--- src/sv/sts_pkg.sv ---
package sts_pkg;

  localparam int MAX_TOKEN_BYTES_DEF = 255;

  // Character codes the scanner looks at
  localparam logic [7:0] CH_SEP_MAX = 8'd32;
  localparam logic [7:0] CH_NEWLINE = 8'h0a;
  localparam logic [7:0] CH_DQUOTE  = 8'h22;
  localparam logic [7:0] CH_SQUOTE  = 8'h27;
  localparam logic [7:0] CH_LPAREN  = 8'h28;
  localparam logic [7:0] CH_RPAREN  = 8'h29;
  localparam logic [7:0] CH_COMMA   = 8'h2c;
  localparam logic [7:0] CH_SLASH   = 8'h2f;
  localparam logic [7:0] CH_BSLASH  = 8'h5c;
  localparam logic [7:0] CH_LBRACE  = 8'h7b;
  localparam logic [7:0] CH_RBRACE  = 8'h7d;

  typedef enum logic [5:0] {
    M_SKIP     = 6'b000001,
    M_SLASH    = 6'b000010,
    M_COMMENT  = 6'b000100,
    M_WORD     = 6'b001000,
    M_QUOTE    = 6'b010000,
    M_QUOTE_BS = 6'b100000
  } scan_mode_e;

  typedef struct packed {
    logic [7:0] in_byte;
    logic       is_final;
  } in_item_t;

  typedef struct packed {
    logic [7:0] tok_byte;
    logic       has_byte;
    logic       token_end;
    logic       run_last;
  } out_item_t;

  // Up to two results produced by one input byte
  typedef struct packed {
    logic [1:0] n;
    out_item_t  r0;
    out_item_t  r1;
  } res_pair_t;

  function automatic logic is_single(logic [7:0] b);
    return (b == CH_LBRACE) || (b == CH_RBRACE) || (b == CH_LPAREN) ||
           (b == CH_RPAREN) || (b == CH_SQUOTE) || (b == CH_COMMA);
  endfunction

endpackage

--- src/sv/script_token_splitter_top.sv ---
// Script token splitter: tokenizes a text buffer streamed one byte per request.
// Input channel: in_valid_i / in_stall_o carry in_item_i (in_byte, is_final).
//   is_final marks the last byte of a buffer; any open token is closed and the
//   scanner goes back to its between-tokens state.
// Output channel: out_valid_o / out_stall_i carry out_item_o. Each request is a
//   token byte (has_byte) and/or a token close (token_end); run_last flags the
//   last result caused by one input byte. Bytes yield zero, one or two results.
// Path: an accepted byte is held in the input register; its results are then
//   loaded into the result pair register, which drives the output channel.
// Throughput: one byte per cycle while out_stall_i is low and each byte yields
//   at most one result; a two-result byte holds the result register for two
//   output transfers. Bytes that yield nothing pass even while output stalls.
// Stall: while out_stall_i is high the current result holds; the result pair
//   register and the input register fill, then in_stall_o rises.
// Reset: clears both channels' valid state and returns the scanner to
//   skipping white space with a token length of zero.
module script_token_splitter_top #(
  parameter int MaxTokenBytes = sts_pkg::MAX_TOKEN_BYTES_DEF
) (
  input  logic               clk_i,
  input  logic               rst_ni,
  input  logic               in_valid_i,
  output logic               in_stall_o,
  input  sts_pkg::in_item_t  in_item_i,
  output logic               out_valid_o,
  input  logic               out_stall_i,
  output sts_pkg::out_item_t out_item_o
);
  import sts_pkg::*;

  localparam int LenW = $clog2(MaxTokenBytes + 1);

  in_item_t        in_q;
  logic            in_vq;
  scan_mode_e      mode_q, mode_d;
  logic [LenW-1:0] len_q, len_d;
  res_pair_t       pair;
  logic            can_load;
  logic            advance;
  logic            load;
  logic            in_acc;

  sts_step #(
    .MaxTokenBytes(MaxTokenBytes)
  ) u_step (
    .item_i (in_q),
    .mode_i (mode_q),
    .len_i  (len_q),
    .pair_o (pair),
    .mode_o (mode_d),
    .len_o  (len_d)
  );

  assign advance    = in_vq && ((pair.n == 2'd0) || can_load);
  assign load       = advance && (pair.n != 2'd0);
  assign in_stall_o = in_vq && !advance;
  assign in_acc     = in_valid_i && !in_stall_o;

  always_ff @(posedge clk_i or negedge rst_ni) begin
    if (!rst_ni) begin
      in_vq  <= 1'b0;
      mode_q <= M_SKIP;
      len_q  <= '0;
    end else begin
      if (in_acc) begin
        in_vq <= 1'b1;
      end else if (advance) begin
        in_vq <= 1'b0;
      end
      if (advance) begin
        mode_q <= mode_d;
        len_q  <= len_d;
      end
    end
  end

  always_ff @(posedge clk_i) begin
    if (in_acc) begin
      in_q <= in_item_i;
    end
  end

  sts_res_buf u_res_buf (
    .clk_i       (clk_i),
    .rst_ni      (rst_ni),
    .load_i      (load),
    .pair_i      (pair),
    .can_load_o  (can_load),
    .out_valid_o (out_valid_o),
    .out_stall_i (out_stall_i),
    .out_item_o  (out_item_o)
  );

endmodule

--- src/sv/sts_step.sv ---
module sts_step #(
  parameter int MaxTokenBytes = sts_pkg::MAX_TOKEN_BYTES_DEF
) (
  input  sts_pkg::in_item_t   item_i,
  input  sts_pkg::scan_mode_e mode_i,
  input  logic [$clog2(MaxTokenBytes+1)-1:0] len_i,
  output sts_pkg::res_pair_t  pair_o,
  output sts_pkg::scan_mode_e mode_o,
  output logic [$clog2(MaxTokenBytes+1)-1:0] len_o
);
  import sts_pkg::*;

  localparam int LenW = $clog2(MaxTokenBytes + 1);

  typedef struct packed {
    logic [LenW-1:0] len;
    logic [1:0]      n;
    out_item_t       r0;
    out_item_t       r1;
  } acc_t;

  function automatic acc_t f_push(acc_t st, logic [7:0] ch, logic has, logic tend);
    acc_t      r;
    out_item_t x;
    x.tok_byte  = has ? ch : 8'd0;
    x.has_byte  = has;
    x.token_end = tend;
    x.run_last  = 1'b0;
    r = st;
    if (st.n == 2'd0) begin
      r.r0 = x;
    end else if (st.n == 2'd1) begin
      r.r1 = x;
    end
    if (st.n != 2'd2) begin
      r.n = st.n + 2'd1;
    end
    return r;
  endfunction

  // Bytes past the length limit are dropped
  function automatic acc_t f_emit(acc_t st, logic [7:0] ch);
    acc_t r;
    r = st;
    if (st.len < LenW'(MaxTokenBytes)) begin
      r = f_push(st, ch, 1'b1, 1'b0);
      r.len = st.len + LenW'(1);
    end
    return r;
  endfunction

  // Close marks the last open result, or adds an empty closing result
  function automatic acc_t f_close(acc_t st);
    acc_t r;
    r = st;
    if (st.n == 2'd1 && !st.r0.token_end) begin
      r.r0.token_end = 1'b1;
    end else if (st.n == 2'd2 && !st.r1.token_end) begin
      r.r1.token_end = 1'b1;
    end else begin
      r = f_push(st, 8'd0, 1'b0, 1'b1);
    end
    r.len = '0;
    return r;
  endfunction

  function automatic acc_t f_word(acc_t st, logic [7:0] ch);
    acc_t r;
    r = st;
    if (is_single(ch)) begin
      r = f_close(r);
      r = f_emit(r, ch);
      r = f_close(r);
    end else if (ch <= CH_SEP_MAX) begin
      r = f_close(r);
    end else begin
      r = f_emit(r, ch);
    end
    return r;
  endfunction

  logic [7:0] b;
  logic       word_ends;
  acc_t       a;
  scan_mode_e m;

  assign b = item_i.in_byte;
  assign word_ends = is_single(b) || (b <= CH_SEP_MAX);

  always_comb begin
    a.len = len_i;
    a.n   = 2'd0;
    a.r0  = '0;
    a.r1  = '0;
    m     = mode_i;
    unique case (mode_i)
      M_SKIP: begin
        if (b <= CH_SEP_MAX) begin
          m = M_SKIP;
        end else if (b == CH_SLASH) begin
          m = M_SLASH;
        end else if (b == CH_DQUOTE) begin
          a.len = '0;
          m = M_QUOTE;
        end else if (is_single(b)) begin
          a.len = '0;
          a = f_emit(a, b);
          a = f_close(a);
          m = M_SKIP;
        end else begin
          a.len = '0;
          a = f_emit(a, b);
          m = M_WORD;
        end
      end
      M_SLASH: begin
        if (b == CH_SLASH) begin
          m = M_COMMENT;
        end else begin
          a.len = '0;
          a = f_emit(a, CH_SLASH);
          a = f_word(a, b);
          m = word_ends ? M_SKIP : M_WORD;
        end
      end
      M_COMMENT: begin
        if (b == CH_NEWLINE) begin
          m = M_SKIP;
        end
      end
      M_WORD: begin
        a = f_word(a, b);
        m = word_ends ? M_SKIP : M_WORD;
      end
      M_QUOTE: begin
        if (b == CH_BSLASH) begin
          m = M_QUOTE_BS;
        end else if (b == CH_DQUOTE) begin
          a = f_close(a);
          m = M_SKIP;
        end else begin
          a = f_emit(a, b);
        end
      end
      M_QUOTE_BS: begin
        if (b == CH_DQUOTE) begin
          a = f_emit(a, CH_DQUOTE);
          m = M_QUOTE;
        end else begin
          a = f_emit(a, CH_BSLASH);
          if (b == CH_BSLASH) begin
            m = M_QUOTE_BS;
          end else begin
            a = f_emit(a, b);
            m = M_QUOTE;
          end
        end
      end
      default: begin
        m = M_SKIP;
      end
    endcase

    // End of buffer: flush whatever token is still open
    if (item_i.is_final) begin
      if (m == M_SLASH) begin
        a.len = '0;
        a = f_emit(a, CH_SLASH);
        a = f_close(a);
      end else if (m == M_QUOTE_BS) begin
        a = f_emit(a, CH_BSLASH);
        a = f_close(a);
      end else if (m == M_WORD || m == M_QUOTE) begin
        a = f_close(a);
      end
      m = M_SKIP;
      a.len = '0;
    end

    if (a.n == 2'd1) begin
      a.r0.run_last = 1'b1;
    end
    if (a.n == 2'd2) begin
      a.r1.run_last = 1'b1;
    end
  end

  assign pair_o.n  = a.n;
  assign pair_o.r0 = a.r0;
  assign pair_o.r1 = a.r1;
  assign mode_o    = m;
  assign len_o     = a.len;

endmodule

--- src/sv/sts_res_buf.sv ---
module sts_res_buf (
  input  logic                clk_i,
  input  logic                rst_ni,
  input  logic                load_i,
  input  sts_pkg::res_pair_t  pair_i,
  output logic                can_load_o,
  output logic                out_valid_o,
  input  logic                out_stall_i,
  output sts_pkg::out_item_t  out_item_o
);
  import sts_pkg::*;

  out_item_t  slot0_q, slot1_q;
  logic [1:0] rem_q, rem_d;
  logic       head_q, head_d;
  logic       out_acc;

  assign out_valid_o = (rem_q != 2'd0);
  assign out_acc     = out_valid_o && !out_stall_i;
  assign out_item_o  = head_q ? slot1_q : slot0_q;
  // Room for a new pair when none is pending or the last pending result leaves this cycle
  assign can_load_o  = (rem_q == 2'd0) || ((rem_q == 2'd1) && out_acc);

  always_comb begin
    rem_d  = rem_q;
    head_d = head_q;
    if (load_i) begin
      rem_d  = pair_i.n;
      head_d = 1'b0;
    end else if (out_acc) begin
      rem_d  = rem_q - 2'd1;
      head_d = 1'b1;
    end
  end

  always_ff @(posedge clk_i or negedge rst_ni) begin
    if (!rst_ni) begin
      rem_q  <= 2'd0;
      head_q <= 1'b0;
    end else begin
      rem_q  <= rem_d;
      head_q <= head_d;
    end
  end

  always_ff @(posedge clk_i) begin
    if (load_i) begin
      slot0_q <= pair_i.r0;
      slot1_q <= pair_i.r1;
    end
  end

endmodule

--- config.mk ---
export PLATFORM = sky130hd
export DESIGN_NAME = script_token_splitter_top
export DESIGN_NICKNAME = d
export VERILOG_FILES = /design/src/sv/sts_pkg.sv /design/src/sv/script_token_splitter_top.sv /design/src/sv/sts_step.sv /design/src/sv/sts_res_buf.sv
export SDC_FILE = /design/constraint.sdc
export NUM_CORES = 1
export LEC_CHECK = 0
export BUFFER_PORTS_ARGS = -buffer_cell sky130_fd_sc_hd__buf_4
export CAP_MARGIN = 20
export CORE_MARGIN = 8
export CORE_UTILIZATION = 47
export CTS_CLUSTER_DIAMETER = 80
export DETAILED_ROUTE_END_ITERATION = 12
export GPL_TIMING_DRIVEN = 1
export PLACE_DENSITY = 0.68
export SLEW_MARGIN = 30
export SYNTH_ARGS = -nofsm -noshare
export SYNTH_HDL_FRONTEND = slang
export SYNTH_HIERARCHICAL = 1
export SYNTH_SLANG_ARGS = --single-unit
export TNS_END_PERCENT = 20
--- constraint.sdc ---
create_clock -name clk_i -period 8.69 [get_ports clk_i]
set_input_delay 0.4345 -clock clk_i [delete_from_list [all_inputs] [get_ports clk_i]]
set_output_delay 0.4345 -clock clk_i [all_outputs]
set_load 0.01 [all_outputs]
==> flow_summary_export.csv <==
group,metric,value,unit
sta,grt_setup_unrepaired,"no",
yosys,synth_seq_area_share,0.3069,
power_and_ir_drop,power-per-cell-area,294.7,mW/mm2
layout,insertedDiodeCount,0,
layout,layout-area-overhead-vs-synth,7.914,%
min_path,hold_path_class,"primary input to register",
yosys,synthDominantAreaCellType,"sky130_fd_sc_hd__edfxtp_1",
yosys,synth_seq_cells,49,
power_and_ir_drop,power_leakage,1.932,nW
layout,fillerInstances,860,
layout,final_core_util,0.5237,
sta,setup_violators_final,0,
critical_path,worst_setup_path_end_kind,"output port",
run,maxCapViolCount,0,
floorplanning,fp.dieArea,0.01298,mm2
drt,first_drt_iteration_drcs,465,
floorplanning,die_height,113.9,um
critical_path,reg2reg_depth,25,
drt,detail_route.first_pass.iterations,5,
critical_path,worst-endpoint-required,8260,ps
clock_tree,clock_latency,300,ps
critical_path,worst-path-buf-inv,3,
critical_path,crit_path_frequent_cell,"sky130_fd_sc_hd__ha_1",
drt,antenna_violation_net_count_after_detailed_routing,0,
min_path,hold_path_startpoint,"in_item_i[7]",
placement,numPortBuffers,25,
yosys,asyncSetResetFlopFracSynth,0.3673,
min_path,min_to,"in_q[7]",
global_routing,grt_overflow_total,0,
drt,finalWirelength,12.94,mm
yosys,synth_flop_cell,"sky130_fd_sc_hd__edfxtp_1",
sta,timing.final.crit_share,0.8996,
clock_tree,h_tree_lvls,2,
power_and_ir_drop,ir_drop,130.3,uV
layout,nNetsFinal,533,
global_routing,grt_usage,0.1983,
sta,finalSetupTns,0,ps
clock_tree,numCtsBuffers,5,
yosys,synth.net_count,530,
floorplanning,io_pins,26,
critical_path,worst_r2r_startpoint,"len_q[0]",
sta,timing.clock.skew,7.962,ps
clock_tree,clkSlewWorstSetupHoldPaths,100,ps
critical_path,critical_path.slowest_cell,"sky130_fd_sc_hd__nor4_1",
clock_tree,postCtsSetupBuffers,0,
clock_tree,clock_tree.root_cell,"sky130_fd_sc_hd__clkbuf_8",
critical_path,gate_family_responsible_for_the_most_delay_along_the_worst_path,"simple AND/OR/NAND/NOR gates",
drt,vias_per_cell,6.503,
drt,m1WireLength,5.697,mm
layout,most_common_cell_after_layout_fill_and_taps_aside,"sky130_fd_sc_hd__nand2_1",
drt,drc,0,
sta,post-route-min-period,7817,ps
drt,routed-via-count,4136,
status,status,"complete, no violations",
critical_path,crit_chain,"ha_1 -> and4_1 -> nand2_2 -> inv_2 -> xnor2_1 -> ha_1 -> nand2_1 -> nor4_1 -> nand2_1 -> ha_1 -> o21a_1 -> nor3_2 -> ha_1 -> a41oi_1 -> or2_2 -> inv_1 -> ha_1 -> o21a_1 -> o21ai_0 -> a221o_1 -> a211oi_2 -> nor2_2 -> nor3b_1 -> buf_4",
power_and_ir_drop,report.power.total,1.433,mW
layout,mostFrequentLayoutCells,"sky130_fd_sc_hd__nand2_1, sky130_fd_sc_hd__nor2_1, sky130_fd_sc_hd__edfxtp_1",
placement,gpl.final_weighted_congestion,0.9589,
sta,timing_hold_violations_final,0,
layout,finalInstanceArea,0.004862,mm2
floorplanning,initial_core_utilization,0.4853,
global_routing,grt_max_degree,31,
global_routing,first_global_vias,3897,
drt,route.top_layer_used,"met4",
critical_path,r2r_setup_slack,930,ps
critical_path,worstSetupPathType,"register to output port",
critical_path,startpoint_type,"register",
yosys,syn_avg_cell_area,8.957,um2
yosys,yosys.cell_types.count,88,
yosys,synth_top_cells_by_area,"sky130_fd_sc_hd__edfxtp_1, sky130_fd_sc_hd__dfrtp_1, sky130_fd_sc_hd__nand2_1",
yosys,netlist_instances,503,
drt,routed-wl-met2,5.898,mm
critical_path,timing.critical_path.slowest_cell_delay,550,ps
placement,post-dp-hpwl,9.757,mm
clock_tree,cts.path.max_buffers,2,
layout,drive_above_1_share,0.1992,
floorplanning,die_x,113.9,um
drt,wl_met3,1.094,mm
clock_tree,cts_tree,"yes",
placement,placed_cell_area,0.004706,mm2
clock_tree,cts.sinks,49,
floorplanning,floorplan.core_area,0.009284,mm2
min_path,min_delay_path_depth,1,
sta,maxSlewViolCount,0,
yosys,syn_warnings,6,
floorplanning,num_rows,35,
sta,maxClockFrequency,127.9,MHz
global_routing,grt_antenna_before_repair,0,
drt,detail_route.wl_per_cell,20.35,um
yosys,number_of_flops_mapped_to_enable_cells_by_yosys,31,
yosys,syn-cell-area,0.004506,mm2
critical_path,critPathArrivalTime,7380,ps
global_routing,grt_first_pass_wirelength,20.78,mm
yosys,synth_top_area_frac,0.2066,
critical_path,worst_r2r_endpoint,"u_res_buf/rem_q[1]",
sta,worst_slew_pin_slew,926.6,ps
sta,slew_headroom,0.3771,
critical_path,critical_path_peak_fanout,14,
cells in the mapped netlist, types with 3 or more instances:
cell type and count:
sky130_fd_sc_hd__a41oi_1 3, sky130_fd_sc_hd__clkbuf_1 9, sky130_fd_sc_hd__a21oi_1 27, sky130_fd_sc_hd__nor3b_1 3
sky130_fd_sc_hd__nand4b_1 4, sky130_fd_sc_hd__o211ai_1 6, sky130_fd_sc_hd__ha_1 14, sky130_fd_sc_hd__o21a_1 5
sky130_fd_sc_hd__inv_1 18, sky130_fd_sc_hd__and3_1 8, sky130_fd_sc_hd__o221ai_1 3, sky130_fd_sc_hd__dfrtp_1 17
sky130_fd_sc_hd__nor2b_1 9, sky130_fd_sc_hd__and4_1 4, sky130_fd_sc_hd__a211o_1 3, sky130_fd_sc_hd__nor4_1 8
sky130_fd_sc_hd__a221oi_1 6, sky130_fd_sc_hd__and2_1 8, sky130_fd_sc_hd__mux2_2 15, sky130_fd_sc_hd__nor3_1 13
sky130_fd_sc_hd__nand3_1 13, sky130_fd_sc_hd__nand2b_1 5, sky130_fd_sc_hd__a31o_1 3, sky130_fd_sc_hd__a2bb2oi_1 3
sky130_fd_sc_hd__a21boi_0 3, sky130_fd_sc_hd__a211oi_1 5, sky130_fd_sc_hd__o31ai_1 5, sky130_fd_sc_hd__a21o_1 3
sky130_fd_sc_hd__a31oi_1 5, sky130_fd_sc_hd__a22o_1 4, sky130_fd_sc_hd__o21ai_0 27, sky130_fd_sc_hd__nand4_1 7
sky130_fd_sc_hd__nand3b_1 4, sky130_fd_sc_hd__buf_2 17, sky130_fd_sc_hd__mux2i_1 4, sky130_fd_sc_hd__nand2_1 55
sky130_fd_sc_hd__o22ai_1 4, sky130_fd_sc_hd__a221o_1 5, sky130_fd_sc_hd__buf_4 4, sky130_fd_sc_hd__or2_2 6
sky130_fd_sc_hd__mux2_4 10, sky130_fd_sc_hd__o21ai_1 5, sky130_fd_sc_hd__edfxtp_1 31, sky130_fd_sc_hd__nor2_1 34
worst max path at each step:
stage	depth (start not counted)	end	startpoint	slack (ps)
after floorplan	28	u_res_buf/rem_q[0]	len_q[0]	2140
after global placement	25	u_res_buf/rem_q[0]	len_q[0]	1150
after detailed placement	25	u_res_buf/rem_q[1]	len_q[0]	810
after CTS	24	in_stall_o	len_q[0]	700
after global routing	24	in_stall_o	len_q[0]	230
final	24	in_stall_o	len_q[0]	870
worst register-to-register path, cell delays in order, from the launching register on:
cell,delay [ps]
sky130_fd_sc_hd__dfrtp_1,520
sky130_fd_sc_hd__ha_1,430
sky130_fd_sc_hd__and4_1,410
sky130_fd_sc_hd__nand2_2,240
sky130_fd_sc_hd__inv_2,230
sky130_fd_sc_hd__xnor2_1,190
sky130_fd_sc_hd__ha_1,250
sky130_fd_sc_hd__nand2_1,100
sky130_fd_sc_hd__nor4_1,550
sky130_fd_sc_hd__nand2_1,260
sky130_fd_sc_hd__ha_1,350
sky130_fd_sc_hd__o21a_1,200
sky130_fd_sc_hd__nor3_2,430
sky130_fd_sc_hd__ha_1,550
sky130_fd_sc_hd__a41oi_1,110
sky130_fd_sc_hd__or2_2,360
sky130_fd_sc_hd__inv_1,70
sky130_fd_sc_hd__ha_1,190
sky130_fd_sc_hd__o21a_1,190
sky130_fd_sc_hd__o21ai_0,100
sky130_fd_sc_hd__a221o_1,330
sky130_fd_sc_hd__a211oi_2,360
sky130_fd_sc_hd__nor2_2,120
sky130_fd_sc_hd__and3b_2,650
sky130_fd_sc_hd__nor2b_1,110
sky130_fd_sc_hd__a221o_1,340
sequential cells by signal, summed over array words and instances (netlist names):
name	count
u_res_buf/head_q	1
len_q	8
in_q	9
mode_q	6
u_res_buf/rem_q	2
u_res_buf/slot0_q	11
in_vq	1
u_res_buf/slot1_q	11
area by class of cell:
type                            count  area [um2]  area share
Tap cell                          129       161.4     0.03320
Clock inverter                      3       68.82     0.01415
Inverter                           19       71.32     0.01467
Timing Repair Buffer               30       227.7     0.04683
Sequential cell                    49        1383      0.2844
Multi-Input combinational cell    401        2882      0.5926
Clock buffer                        5       68.82     0.01415
layer usage:
layer | global-route usage | vias to the layer above
li1 | - | 1919
met1 | 0.2728 | 1979
met2 | 0.3097 | 212
met3 | 0.03539 | 26
met4 | 0.05590 | 0
met5 | 0 | -
power breakdown:
| part | total [mW] | switching, mW | internal, mW |
|---|---|---|---|
| logic | 0.815 | 0.475 | 0.340 |
| registers | 0.420 | 0.0726 | 0.348 |
| clock network | 0.197 | 0.0814 | 0.116 |
metrics by stage:
step                      setup WS (ps)  hold WS, ps  instances
after floorplan                    2135        138.9        503
after global placement             1153        338.1        627
after detailed placement          805.2        337.1        627
after CTS                         697.5        285.2        636
after global routing              226.6        283.2        636
final                             872.8        298.1        636
timing repair:
action	in CTS	in global routing
endpoints found under the setup margin	0	3
resized for setup	0	1
hold buffers	1	0
endpoints found under the hold margin	3	0
cells by family after synthesis:
kind of cell,after synthesis,synth area share
xor+xnor,3,0.005833
buf+inv,53,0.05554
compound gates,149,0.2513
flops,49,0.3069
simple gates,206,0.2619
mux,29,0.07970
fa+ha+maj,14,0.03888
(Power assumes the default switching activity.)
